===== config.mk =====
export PLATFORM = sky130hd
export DESIGN_NAME = udp_datagram_check_and_checksum_unit
export DESIGN_NICKNAME = d
export VERILOG_FILES = /design/src/sv/udc_pkg.sv /design/src/sv/udc_front.sv /design/src/sv/udc_queue.sv /design/src/sv/udc_back.sv /design/src/sv/udp_datagram_check_and_checksum_unit.sv
export SDC_FILE = /design/constraint.sdc
export NUM_CORES = 1
export LEC_CHECK = 0
export ABC_AREA = 0
export BUFFER_PORTS_ARGS = -buffer_cell sky130_fd_sc_hd__buf_4
export CAP_MARGIN = 20
export CORE_MARGIN = 5
export CORE_UTILIZATION = 55
export DETAILED_ROUTE_END_ITERATION = 16
export GPL_TIMING_DRIVEN = 0
export PLACE_DENSITY_LB_ADDON = 0.08
export SLEW_MARGIN = 15
export SYNTH_ARGS = -nofsm -noshare
export SYNTH_HDL_FRONTEND = slang
export SYNTH_SLANG_ARGS = --single-unit
export TNS_END_PERCENT = 20

===== constraint.sdc =====
create_clock -name clk -period 7.7 [get_ports clk]
set_input_delay 0.385 -clock clk [delete_from_list [all_inputs] [get_ports clk]]
set_output_delay 0.385 -clock clk [all_outputs]
set_load 0.01 [all_outputs]

===== src/sv/udc_pkg.sv =====
// ----------------------------------------------------------------------------
// udc_pkg
// Shared types, constants and helpers for the udp datagram check and
// checksum unit.
// ----------------------------------------------------------------------------
package udc_pkg;

  localparam int unsigned MAX_DATAGRAM = 65535;
  // byte count saturates at MAX_DATAGRAM + 1
  localparam int unsigned CNT_W        = $clog2(MAX_DATAGRAM + 2);
  localparam int unsigned HDR_BYTES    = 8;
  localparam int unsigned HDR_AW       = $clog2(HDR_BYTES);
  localparam int unsigned SUM_W        = 18;
  localparam int unsigned Q_DEPTH      = 2;
  localparam int unsigned Q_AW         = (Q_DEPTH > 1) ? $clog2(Q_DEPTH) : 1;
  localparam int unsigned CFG_IDX_W    = 1;
  localparam int unsigned IN_DATA_W    = 8;
  localparam int unsigned IN_USER_W    = 3;
  localparam int unsigned OUT_DATA_W   = 104;

  localparam logic [15:0] UDP_PROTO = 16'd17;
  localparam logic [15:0] ALL_ONES  = 16'hFFFF;

  // input item kinds
  localparam logic [1:0] CMD_SRC   = 2'd0;
  localparam logic [1:0] CMD_DST   = 2'd1;
  localparam logic [1:0] CMD_DGRAM = 2'd2;

  // configuration register indexes
  localparam logic [CFG_IDX_W-1:0] REG_CHECK_EN = 1'b0;
  localparam logic [CFG_IDX_W-1:0] REG_MODE     = 1'b1;

  typedef enum logic [2:0] {
    ERR_OK       = 3'd0,
    ERR_FAMILY   = 3'd1,
    ERR_SHORT    = 3'd2,
    ERR_LENGTH   = 3'd3,
    ERR_CHECKSUM = 3'd4
  } err_t;

  // what the back end needs to finish a datagram
  typedef struct packed {
    logic        gen;
    logic        chk_req;
    err_t        pre_err;
    logic [15:0] len_add;
    logic [63:0] hdr;
  } fin_info_t;

  typedef struct packed {
    logic       add_en;
    logic [7:0] data_byte;
    logic       fin;
    fin_info_t  info;
  } q_entry_t;

  typedef struct packed {
    err_t        error;
    logic [15:0] src_port;
    logic [15:0] dest_port;
    logic [15:0] udp_len;
    logic [15:0] checksum_field;
    logic [15:0] payload_len;
    logic [15:0] computed_checksum;
  } result_t;

  // one's-complement add with end-around carry
  function automatic logic [15:0] ones_add(input logic [15:0] a, input logic [15:0] b);
    logic [16:0] s;
    s = {1'b0, a} + {1'b0, b};
    return s[15:0] + {15'd0, s[16]};
  endfunction

endpackage


===== src/sv/udc_front.sv =====
// ----------------------------------------------------------------------------
// udc_front
// Accepts input bytes, tracks families, header bytes and the byte count,
// and classifies each byte into a request for the back end.
// ----------------------------------------------------------------------------
module udc_front (
  input  logic                   clk,
  input  logic                   rst_n,
  input  logic                   in_valid,
  output logic                   in_ready,
  input  logic [1:0]             cmd,
  input  logic [7:0]             data_byte,
  input  logic                   is_ipv6,
  input  logic                   last,
  input  logic                   check_en,
  input  logic                   mode,
  input  logic                   q_ready,
  output logic                   q_push,
  output udc_pkg::q_entry_t      q_entry
);

  logic                        src_v6_r, src_v6_nxt;
  logic                        dst_v6_r, dst_v6_nxt;
  logic [udc_pkg::CNT_W-1:0]   cnt_r, cnt_nxt, cnt_inc;
  logic [7:0]                  hdr_r [udc_pkg::HDR_BYTES];
  logic [7:0]                  hdr_nxt [udc_pkg::HDR_BYTES];
  logic                        accept;
  logic                        is_addr, is_dg, fin;
  logic                        hdr_wr;
  logic [15:0]                 ulen_cur, ulen, ck;
  logic [63:0]                 hdr_flat;
  udc_pkg::err_t               pre_err;
  logic                        chk_req;

  assign in_ready = q_ready;
  assign accept   = in_valid && q_ready;
  assign is_addr  = (cmd == udc_pkg::CMD_SRC) || (cmd == udc_pkg::CMD_DST);
  assign is_dg    = (cmd == udc_pkg::CMD_DGRAM);
  assign fin      = is_dg && last;
  assign hdr_wr   = is_dg && (cnt_r < udc_pkg::CNT_W'(udc_pkg::HDR_BYTES));

  // length field as seen before this byte lands
  assign ulen_cur = {hdr_r[4], hdr_r[5]};

  always_comb begin
    for (int j = 0; j < udc_pkg::HDR_BYTES; j++) begin
      if (hdr_wr && (cnt_r[udc_pkg::HDR_AW-1:0] == udc_pkg::HDR_AW'(j))) begin
        hdr_nxt[j] = data_byte;
      end else begin
        hdr_nxt[j] = hdr_r[j];
      end
    end
  end

  always_comb begin
    for (int j = 0; j < udc_pkg::HDR_BYTES; j++) begin
      hdr_flat[63-8*j -: 8] = hdr_nxt[j];
    end
  end

  assign ulen = {hdr_nxt[4], hdr_nxt[5]};
  assign ck   = {hdr_nxt[6], hdr_nxt[7]};

  assign cnt_inc = (cnt_r <= udc_pkg::CNT_W'(udc_pkg::MAX_DATAGRAM)) ?
                   cnt_r + udc_pkg::CNT_W'(1) : cnt_r;

  // checks that do not need the sum
  always_comb begin
    pre_err = udc_pkg::ERR_OK;
    chk_req = 1'b0;
    if (src_v6_r != dst_v6_r) begin
      pre_err = udc_pkg::ERR_FAMILY;
    end else if (cnt_inc < udc_pkg::CNT_W'(udc_pkg::HDR_BYTES)) begin
      pre_err = udc_pkg::ERR_SHORT;
    end else if (mode) begin
      if (cnt_inc > udc_pkg::CNT_W'(udc_pkg::MAX_DATAGRAM)) begin
        pre_err = udc_pkg::ERR_LENGTH;
      end
    end else if ((ulen < 16'(udc_pkg::HDR_BYTES)) ||
                 (udc_pkg::CNT_W'(ulen) > cnt_inc) ||
                 (udc_pkg::CNT_W'(ulen) > udc_pkg::CNT_W'(udc_pkg::MAX_DATAGRAM))) begin
      pre_err = udc_pkg::ERR_LENGTH;
    end else if (check_en) begin
      if (ck == 16'd0) begin
        // zero checksum means none sent: fine on v4, not allowed on v6
        if (src_v6_r) begin
          pre_err = udc_pkg::ERR_CHECKSUM;
        end
      end else begin
        chk_req = 1'b1;
      end
    end
  end

  always_comb begin
    q_entry                = '0;
    q_entry.data_byte      = data_byte;
    q_entry.fin            = fin;
    // past the length field only bytes inside udp_len count in parse mode
    q_entry.add_en         = is_addr || mode || (cnt_r < udc_pkg::CNT_W'(6)) ||
                             (cnt_r < udc_pkg::CNT_W'(ulen_cur));
    q_entry.info.gen       = mode;
    q_entry.info.chk_req   = chk_req;
    q_entry.info.pre_err   = pre_err;
    q_entry.info.len_add   = mode ? cnt_inc[15:0] : ulen;
    q_entry.info.hdr       = hdr_flat;
  end

  assign q_push = accept && (is_addr || is_dg);

  always_comb begin
    src_v6_nxt = src_v6_r;
    dst_v6_nxt = dst_v6_r;
    cnt_nxt    = cnt_r;
    if (accept) begin
      if (cmd == udc_pkg::CMD_SRC) begin
        src_v6_nxt = is_ipv6;
      end
      if (cmd == udc_pkg::CMD_DST) begin
        dst_v6_nxt = is_ipv6;
      end
      if (is_dg) begin
        cnt_nxt = cnt_inc;
      end
      if (fin) begin
        src_v6_nxt = 1'b0;
        dst_v6_nxt = 1'b0;
        cnt_nxt    = '0;
      end
    end
  end

  always_ff @(posedge clk) begin
    if (!rst_n) begin
      src_v6_r <= 1'b0;
      dst_v6_r <= 1'b0;
      cnt_r    <= '0;
      for (int j = 0; j < udc_pkg::HDR_BYTES; j++) begin
        hdr_r[j] <= '0;
      end
    end else begin
      src_v6_r <= src_v6_nxt;
      dst_v6_r <= dst_v6_nxt;
      cnt_r    <= cnt_nxt;
      if (accept) begin
        for (int j = 0; j < udc_pkg::HDR_BYTES; j++) begin
          hdr_r[j] <= fin ? 8'd0 : hdr_nxt[j];
        end
      end
    end
  end

endmodule


===== src/sv/udc_queue.sv =====
// ----------------------------------------------------------------------------
// udc_queue
// Short request queue between the front and back ends.
// ----------------------------------------------------------------------------
module udc_queue (
  input  logic                   clk,
  input  logic                   rst_n,
  input  logic                   push,
  input  udc_pkg::q_entry_t      push_entry,
  output logic                   ready,
  input  logic                   pop,
  output logic                   valid,
  output udc_pkg::q_entry_t      head
);

  udc_pkg::q_entry_t          mem_r [udc_pkg::Q_DEPTH];
  logic [udc_pkg::Q_AW-1:0]   wr_ptr_r, wr_ptr_nxt;
  logic [udc_pkg::Q_AW-1:0]   rd_ptr_r, rd_ptr_nxt;
  logic [udc_pkg::Q_AW:0]     cnt_r, cnt_nxt;
  logic                       do_push, do_pop;

  assign ready   = (cnt_r != (udc_pkg::Q_AW+1)'(udc_pkg::Q_DEPTH));
  assign valid   = (cnt_r != '0);
  assign head    = mem_r[rd_ptr_r];
  assign do_push = push && ready;
  assign do_pop  = pop && valid;

  always_comb begin
    wr_ptr_nxt = wr_ptr_r;
    rd_ptr_nxt = rd_ptr_r;
    cnt_nxt    = cnt_r;
    if (do_push) begin
      wr_ptr_nxt = (wr_ptr_r == udc_pkg::Q_AW'(udc_pkg::Q_DEPTH - 1)) ?
                   '0 : wr_ptr_r + udc_pkg::Q_AW'(1);
    end
    if (do_pop) begin
      rd_ptr_nxt = (rd_ptr_r == udc_pkg::Q_AW'(udc_pkg::Q_DEPTH - 1)) ?
                   '0 : rd_ptr_r + udc_pkg::Q_AW'(1);
    end
    if (do_push && !do_pop) begin
      cnt_nxt = cnt_r + (udc_pkg::Q_AW+1)'(1);
    end else if (!do_push && do_pop) begin
      cnt_nxt = cnt_r - (udc_pkg::Q_AW+1)'(1);
    end
  end

  always_ff @(posedge clk) begin
    if (!rst_n) begin
      wr_ptr_r <= '0;
      rd_ptr_r <= '0;
      cnt_r    <= '0;
    end else begin
      wr_ptr_r <= wr_ptr_nxt;
      rd_ptr_r <= rd_ptr_nxt;
      cnt_r    <= cnt_nxt;
    end
  end

  always_ff @(posedge clk) begin
    if (do_push) begin
      mem_r[wr_ptr_r] <= push_entry;
    end
  end

endmodule


===== src/sv/udc_back.sv =====
// ----------------------------------------------------------------------------
// udc_back
// Pairs bytes into 16-bit words and keeps the one's-complement sum; on the
// final byte adds the pseudo-header, checks or forms the checksum and holds
// the result in the output register.
// ----------------------------------------------------------------------------
module udc_back (
  input  logic                   clk,
  input  logic                   rst_n,
  input  logic                   q_valid,
  input  udc_pkg::q_entry_t      q_head,
  output logic                   q_pop,
  output logic                   out_valid,
  input  logic                   out_ready,
  output udc_pkg::result_t       out_res
);

  // word accumulation
  logic [15:0]               acc_r, acc_nxt, a_acc;
  logic [7:0]                pend_r, pend_nxt, a_pend;
  logic                      odd_r, odd_nxt, a_odd;

  // snapshot of the stream at its final byte
  logic                      snap_v_r;
  logic [15:0]               snap_acc_r;
  logic [7:0]                snap_pend_r;
  logic                      snap_odd_r;
  udc_pkg::fin_info_t        snap_info_r;

  // pseudo-header sum
  logic                      sum_v_r;
  logic [udc_pkg::SUM_W-1:0] sum_r, sum_nxt;
  udc_pkg::fin_info_t        sum_info_r;

  logic                      out_v_r;
  udc_pkg::result_t          res_r, res_nxt;

  logic                      snap_ready, sum_ready, o_ready;
  logic                      take_fin;
  logic [16:0]               fold1;
  logic [15:0]               total, inv;
  udc_pkg::err_t             err;

  assign o_ready    = !out_v_r || out_ready;
  assign sum_ready  = !sum_v_r || o_ready;
  assign snap_ready = !snap_v_r || sum_ready;
  assign q_pop      = q_valid && (!q_head.fin || snap_ready);
  assign take_fin   = q_pop && q_head.fin;

  always_comb begin
    a_acc  = acc_r;
    a_pend = pend_r;
    a_odd  = odd_r;
    if (q_pop && q_head.add_en) begin
      if (!odd_r) begin
        a_pend = q_head.data_byte;
        a_odd  = 1'b1;
      end else begin
        a_acc = udc_pkg::ones_add(acc_r, {pend_r, q_head.data_byte});
        a_odd = 1'b0;
      end
    end
    acc_nxt  = take_fin ? 16'd0 : a_acc;
    pend_nxt = take_fin ? 8'd0  : a_pend;
    odd_nxt  = take_fin ? 1'b0  : a_odd;
  end

  // odd tail padded with a zero low byte, then protocol and length
  assign sum_nxt = udc_pkg::SUM_W'(snap_acc_r) +
                   udc_pkg::SUM_W'(snap_odd_r ? {snap_pend_r, 8'd0} : 16'd0) +
                   udc_pkg::SUM_W'(udc_pkg::UDP_PROTO) +
                   udc_pkg::SUM_W'(snap_info_r.len_add);

  assign fold1 = {1'b0, sum_r[15:0]} + 17'(sum_r[udc_pkg::SUM_W-1:16]);
  assign total = fold1[15:0] + {15'd0, fold1[16]};
  assign inv   = ~total;

  always_comb begin
    if (sum_info_r.pre_err != udc_pkg::ERR_OK) begin
      err = sum_info_r.pre_err;
    end else if (sum_info_r.chk_req && (inv != 16'd0)) begin
      err = udc_pkg::ERR_CHECKSUM;
    end else begin
      err = udc_pkg::ERR_OK;
    end
  end

  always_comb begin
    res_nxt       = '0;
    res_nxt.error = err;
    if (err == udc_pkg::ERR_OK) begin
      if (sum_info_r.gen) begin
        // zero goes out as all ones
        res_nxt.computed_checksum = (inv == 16'd0) ? udc_pkg::ALL_ONES : inv;
      end else begin
        res_nxt.src_port       = sum_info_r.hdr[63:48];
        res_nxt.dest_port      = sum_info_r.hdr[47:32];
        res_nxt.udp_len        = sum_info_r.hdr[31:16];
        res_nxt.checksum_field = sum_info_r.hdr[15:0];
        res_nxt.payload_len    = sum_info_r.hdr[31:16] - 16'(udc_pkg::HDR_BYTES);
      end
    end
  end

  always_ff @(posedge clk) begin
    if (!rst_n) begin
      acc_r    <= '0;
      pend_r   <= '0;
      odd_r    <= 1'b0;
      snap_v_r <= 1'b0;
      sum_v_r  <= 1'b0;
      out_v_r  <= 1'b0;
    end else begin
      acc_r  <= acc_nxt;
      pend_r <= pend_nxt;
      odd_r  <= odd_nxt;
      if (snap_ready) begin
        snap_v_r <= take_fin;
      end
      if (sum_ready) begin
        sum_v_r <= snap_v_r;
      end
      if (o_ready) begin
        out_v_r <= sum_v_r;
      end
    end
  end

  always_ff @(posedge clk) begin
    if (take_fin) begin
      snap_acc_r  <= a_acc;
      snap_pend_r <= a_pend;
      snap_odd_r  <= a_odd;
      snap_info_r <= q_head.info;
    end
    if (snap_v_r && sum_ready) begin
      sum_r      <= sum_nxt;
      sum_info_r <= snap_info_r;
    end
    if (sum_v_r && o_ready) begin
      res_r <= res_nxt;
    end
  end

  assign out_valid = out_v_r;
  assign out_res   = res_r;

endmodule


===== src/sv/udp_datagram_check_and_checksum_unit.sv =====
// ----------------------------------------------------------------------------
// udp_datagram_check_and_checksum_unit
// Parses and checks received udp datagrams, or computes the transmit
// checksum, from a byte stream of addresses and datagram bytes.
//
//   channel  dir  handshake                  payload
//   in_      in   in_tvalid / in_tready      tdata: data_byte
//                                            tuser: cmd, is_ipv6; tlast: last
//   out_     out  out_tvalid / out_tready    tdata: result fields
//   cfg_     in   cfg_valid / cfg_ready      cfg_index, cfg_data
//
// One byte is accepted per cycle while in_tready is high; the word adder in the
// back end takes one request per cycle from a two-entry queue, but for the stall below.
// A result passes the queue, the sum snapshot, the pseudo-header add and the output
// register before it shows on out_tvalid.
// rst_n is synchronous; check_enable resets to 1 and mode to 0.
// A stalled output holds the back end only at a final byte; the queue then
// fills and in_tready drops. cfg_ready is always high.
// ----------------------------------------------------------------------------
module udp_datagram_check_and_checksum_unit (
  input  logic                                clk,
  input  logic                                rst_n,
  input  logic                                in_tvalid,
  output logic                                in_tready,
  input  logic [udc_pkg::IN_DATA_W-1:0]       in_tdata,   // data_byte[7:0]
  input  logic [udc_pkg::IN_USER_W-1:0]       in_tuser,   // cmd[1:0], is_ipv6[2]
  input  logic                                in_tlast,
  output logic                                out_tvalid,
  input  logic                                out_tready,
  // error[2:0], src_port[18:3], dest_port[34:19], udp_len[50:35],
  // checksum_field[66:51], payload_len[82:67], computed_checksum[98:83], zero above
  output logic [udc_pkg::OUT_DATA_W-1:0]      out_tdata,
  input  logic                                cfg_valid,
  output logic                                cfg_ready,
  input  logic [udc_pkg::CFG_IDX_W-1:0]       cfg_index,
  input  logic                                cfg_data
);

  logic                check_en_r;
  logic                mode_r;
  logic                q_push, q_ready, q_pop, q_valid;
  udc_pkg::q_entry_t   q_in, q_head;
  udc_pkg::result_t    res;

  assign cfg_ready = 1'b1;

  always_ff @(posedge clk) begin
    if (!rst_n) begin
      check_en_r <= 1'b1;
      mode_r     <= 1'b0;
    end else if (cfg_valid) begin
      case (cfg_index)
        udc_pkg::REG_CHECK_EN: check_en_r <= cfg_data;
        udc_pkg::REG_MODE:     mode_r     <= cfg_data;
        default: ;
      endcase
    end
  end

  udc_front u_front (
    .clk       (clk),
    .rst_n     (rst_n),
    .in_valid  (in_tvalid),
    .in_ready  (in_tready),
    .cmd       (in_tuser[1:0]),
    .data_byte (in_tdata),
    .is_ipv6   (in_tuser[2]),
    .last      (in_tlast),
    .check_en  (check_en_r),
    .mode      (mode_r),
    .q_ready   (q_ready),
    .q_push    (q_push),
    .q_entry   (q_in)
  );

  udc_queue u_queue (
    .clk        (clk),
    .rst_n      (rst_n),
    .push       (q_push),
    .push_entry (q_in),
    .ready      (q_ready),
    .pop        (q_pop),
    .valid      (q_valid),
    .head       (q_head)
  );

  udc_back u_back (
    .clk       (clk),
    .rst_n     (rst_n),
    .q_valid   (q_valid),
    .q_head    (q_head),
    .q_pop     (q_pop),
    .out_valid (out_tvalid),
    .out_ready (out_tready),
    .out_res   (res)
  );

  assign out_tdata = {5'd0, res.computed_checksum, res.payload_len, res.checksum_field,
                      res.udp_len, res.dest_port, res.src_port, res.error};

`ifndef SYNTH
  // any error leaves every other field zero
  a_err_clears_fields: assert property (@(posedge clk) disable iff (!rst_n)
    out_tvalid && (out_tdata[2:0] != udc_pkg::ERR_OK) |-> (out_tdata[98:3] == '0))
    else $error("result fields not cleared on error");

  // a parse result carries payload length tied to udp length
  a_payload_len: assert property (@(posedge clk) disable iff (!rst_n)
    out_tvalid && (out_tdata[2:0] == udc_pkg::ERR_OK) && (out_tdata[98:83] == 16'd0)
    |-> (out_tdata[82:67] == out_tdata[50:35] - 16'd8))
    else $error("payload length does not match udp length");

  // a generate result never carries header fields and never a zero checksum
  a_gen_fields: assert property (@(posedge clk) disable iff (!rst_n)
    out_tvalid && (out_tdata[98:83] != 16'd0) |-> (out_tdata[82:0] == '0))
    else $error("generate result carries parse fields");

  // nothing comes out in the cycle after reset
  a_reset_quiet: assert property (@(posedge clk)
    $past(!rst_n) |-> !out_tvalid)
    else $error("result valid right after reset");
`endif

endmodule

==> results summary <==
STA classifies the critical path startpoint as a flop. The area of the die is 53110 um2. The number of setup buffers added after CTS is 0. The root buffer selected by CTS is clkbuf_16. The worst-case IR drop observed on VDD is 0.2405 mV. The total area of multi-input combinational cells came out at 8592 um2. The total setup violations reported at the end of the flow is 0. The clock tree synthesis step divided the H-tree into 2 levels.

STA classifies the critical path endpoint as a flop. The via count of the first global-routing pass is 15690. The floorplan core area is 47950 um2. For this run the aggregate overflow at the end of global routing stands at 0. The library cell contributing the largest single delay on the critical path is buf_1. After synthesis the cells add up to between 20000 and 30000 um2. In the final layout, the share of cells above drive strength 1 is 19.48%. The final design area excluding fillers came out at 30880 um2. The relative area change from synthesis to final layout is 15.52%. Setup slack closes at 1.897 ns. The global-route wire length before repair came out at 90360 um. The mean instance size in the synthesized netlist is between 10 and 15 um2. The maximum frequency from static timing analysis is about 170 MHz. In this run, synthesis inferred 547 flip-flops with an integrated enable.

Clock latency on the worst-skew pair, taken at its later pin, is 0.63 ns. The normalized max-slew margin is between 20% and 30%. Across all register-to-register paths, the minimum setup slack is 1.90 ns.

The critical path goes through clkbuf_1 > buf_1 > mux2i_1 > inv_1 > fa_1 > a211oi_1 > o21ai_0 > a31oi_1 > o221ai_1 > a21oi_1 > nor2b_1 > o21ai_0 > nand2b_1 > ha_1 > ha_1 > and2_1 > nand3_1 > nor2_1 > and3_1 > nand3_1 > xor2_1 > a21oi_1. The register clock-pin slew on the reported worst setup and hold paths is 0.06 ns. The die boundary width came out at 230.5 um. The total net switching power is 2768 uW. The total global routing track utilization came out at 21.85%. The post-route DRC violation count is 0. Setup total negative slack on the finished layout was measured at 0 ns. The worst setup path is of the reg2reg kind. The initial antenna violation count is 0. The longest clock path from root to sink contains 3 buffers. The average wire per cell in the routed design came out at 20.99 um. The routability congestion estimate from global placement came out at ~0.9. Of the total power, the share spent switching nets is 28.58%. In the post-synthesis netlist, the biggest area contributors are edfxtp_1, mux2_2, dfxtp_1. At the placement stage, the worst setup path has a slack of around 1.8 ns. The sequential cell area came out at 17510 um2. The count of endpoints failing hold in the final timing report came out at 0. The total of buffers placed on input and output ports is 118. The count of different cell masters after synthesis came out at 85. In the layout the commonest cells are edfxtp_1, buf_4, mux2_2. The measured slew at the worst slew-check pin is 1.151 ns. The floorplan has 80 rows. The share of power burned in combinational logic is a little under a quarter. For this design the ratio of total power to cell area is 313.6 nW/um2. In this run, flip-flops and latches consume 46.2% of the power. The run finished with clean final reports. The average vias per placed instance is 5.656. The primary flip-flop cell chosen by synthesis mapping is edfxtp_1.

The share of the clock period used by the worst path after layout came out at between 70% and 80%. The diode insertion count for antenna repair came out at 0. The number of warnings printed during yosys synthesis is 0. The routed layout has 15700 vias.

Summed over all instances, the cell type with the most area after synthesis is edfxtp_1. The starting density of the core came out at 55.76%. The post-synthesis instance total came out at 1905. Once detail routing completed, the nets flagged for antenna violations numbered 0. The data arrival time of the critical path came out at 6.15 ns. The chip height is 230.5 um.

The post-route minimum period is 5.803 ns. The data required time of the critical path came out at just over 8 ns. The post-layout net count came out at 2224. The area fraction of the dominant cell type after synthesis is 61.44%. The peak fanout along the critical path is 10. The post-detailed-placement cell area is 28850 um2. Summed over all nets, the half-perimeter wirelength after detailed placement is 41640 um. Setup repair after global routing left no endpoint under its margin. The total of cells resized after clock tree synthesis is 0. After the flow finishes, the layout carries non-filler instances totaling roughly 2800. TritonCTS built the clock tree. The number of slew-limit violations in the final report came out at 0. On the final layout, the worst clock skew is between 0.02 and 0.025 ns. The class of the tightest hold or removal check is in2reg.

The delay of the slowest critical-path stage is about 0.63 ns. The hold buffer count at cts is 5. Across the run, the number of max-cap violations was 0. The number of fillers in the final layout is between 3000 and 4000. The total leakage power came out at 0.01135 uW. The number of buffers created by CTS is 59.

Pin placement for this block handled approximately 130 I/O pins. Counting flops with an async set or reset pin after synthesis yields a share of 0%. The library cell used most frequently in the layout, excluding fill and tap cells, is edfxtp_1.

The combined buffer and inverter count along the critical path came out at 3. The kind of cell with the highest combined delay along the critical path is compound AO/OA/AOI/OAI gates. Summing the sequential cell areas from Yosys gives 65.49% of the chip area. Summed over all layers, the routed wires come to 58260 um. The clock net in this run drives a total of 601 sinks. Including well taps, the total number of placed cells is 2659.

The flop and latch count out of synthesis is 601. The pin count of the biggest net entering global routing is 52. Per report_power, the clock group accounts for 30.0% of the total. The design internal power came out at between 6000 and 7000 uW. The first detailed-routing pass took 5 iterations. After the first detailed-routing iteration, the DRC count stood at 1151. The fraction of the core area covered by cells at the end of the flow came out at 64.41%.
logic make-up after synthesis:
kind of cell               Yosys count  share of synthesized area [%]
muxes                              169                          6.908
AOI/OAI and AO/OA                  229                          5.542
other                                2                        0.02809
adders and majority gates           95                          4.755
and+or+nand+nor                    564                          12.00
buffers and inverters              163                          2.593
DFF                                601                          65.49
xor gates and xnor gates            82                          2.687
layout make-up:
cell class	count	share of cell area, %
Buffer	88	1.333
Clock buffer	81	5.275
Clock inverter	31	1.151
Inverter	75	0.9116
Multi-Input combinational cell	1145	27.82
Sequential cell	601	56.69
Tap cell	615	2.492
Timing Repair Buffer	140	4.327
cell usage after synthesis, types with 22 or more instances:
| cell type | instances |
|---|---|
| dfxtp_1 | 54 |
| nand2_1 | 106 |
| xor2_1 | 30 |
| ha_1 | 84 |
| xnor2_1 | 52 |
| nor3b_1 | 56 |
| nor2b_1 | 77 |
| inv_1 | 75 |
| nand4_1 | 22 |
| nand3_1 | 29 |
| nor2_1 | 102 |
| mux2_2 | 124 |
| and2_1 | 29 |
| nor3_1 | 33 |
| clkbuf_1 | 57 |
| o21ai_0 | 66 |
| a21oi_1 | 56 |
| edfxtp_1 | 547 |
| mux2i_1 | 45 |
power by group through the flow:
stage	sequential, uW	combinational [uW]	clock, uW
3_5_place_dp	4540	2320	0
2_1_floorplan	4560	1590	0
4_1_cts	4470	2340	2970
3_3_place_gp	4660	2150	0
5_1_grt	4510	2560	3120
6_report	4470	2310	2900
stage by stage:
| step | hold slack, ns | power, uW |
|---|---|---|
| finish | 0.07103 | 9684 |
| global route | 0.06846 | 10190 |
| CTS | 0.03062 | 9782 |
| detailed placement | 0.4045 | 6860 |
| global placement | 0.4011 | 6807 |
| floorplan | 0.4003 | 6148 |
worst paths after layout:
kind | from | endpoint | cells after the start
max | flop | u_back.snap_acc_r[14] | 22
min reg2reg | u_back.snap_info_r[17] | u_back.sum_info_r[17] | 0
min | in_tuser[2] | u_front.src_v6_r | 3
max reg2reg | flop | u_back.snap_acc_r[14] | 22
state kept, by name, summed over array words and instances (netlist names), named ones only:
| name | cells |
|---|---|
| u_front.dst_v6_r | 1 |
| mode_r | 1 |
| u_back.snap_acc_r | 16 |
| u_back.snap_info_r | 85 |
| u_back.snap_pend_r | 8 |
| u_back.odd_r | 1 |
| u_queue.rd_ptr_r | 1 |
| u_front.cnt_r | 17 |
| u_back.sum_v_r | 1 |
| u_back.out_res | 96 |
| u_back.out_valid | 1 |
| u_queue.wr_ptr_r | 1 |
| u_back.sum_r | 18 |
| u_back.sum_info_r | 69 |
| u_back.snap_odd_r | 1 |
| check_en_r | 1 |
| u_back.snap_v_r | 1 |
| u_back.acc_r | 16 |
| u_back.pend_r | 8 |
| u_front.src_v6_r | 1 |
| u_front.hdr_r | 64 |
| u_queue.mem_r | 190 |
| u_queue.cnt_r | 2 |
per-layer routing:
layer	track usage (%)	vias to the layer above	part of all wire (%)
met1	30.32	7797	44
li1	-	7490	-
met4	7.921	0	3.6
met2	35.52	323	48
met5	0	-	0
met3	3.330	91	4.4
tightest hold or removal path, cell delays in order:
cell and delay (ns):
buf_4 0.10, a32oi_1 0.09, nor2b_1 0.09
(Power assumes the default switching activity.)
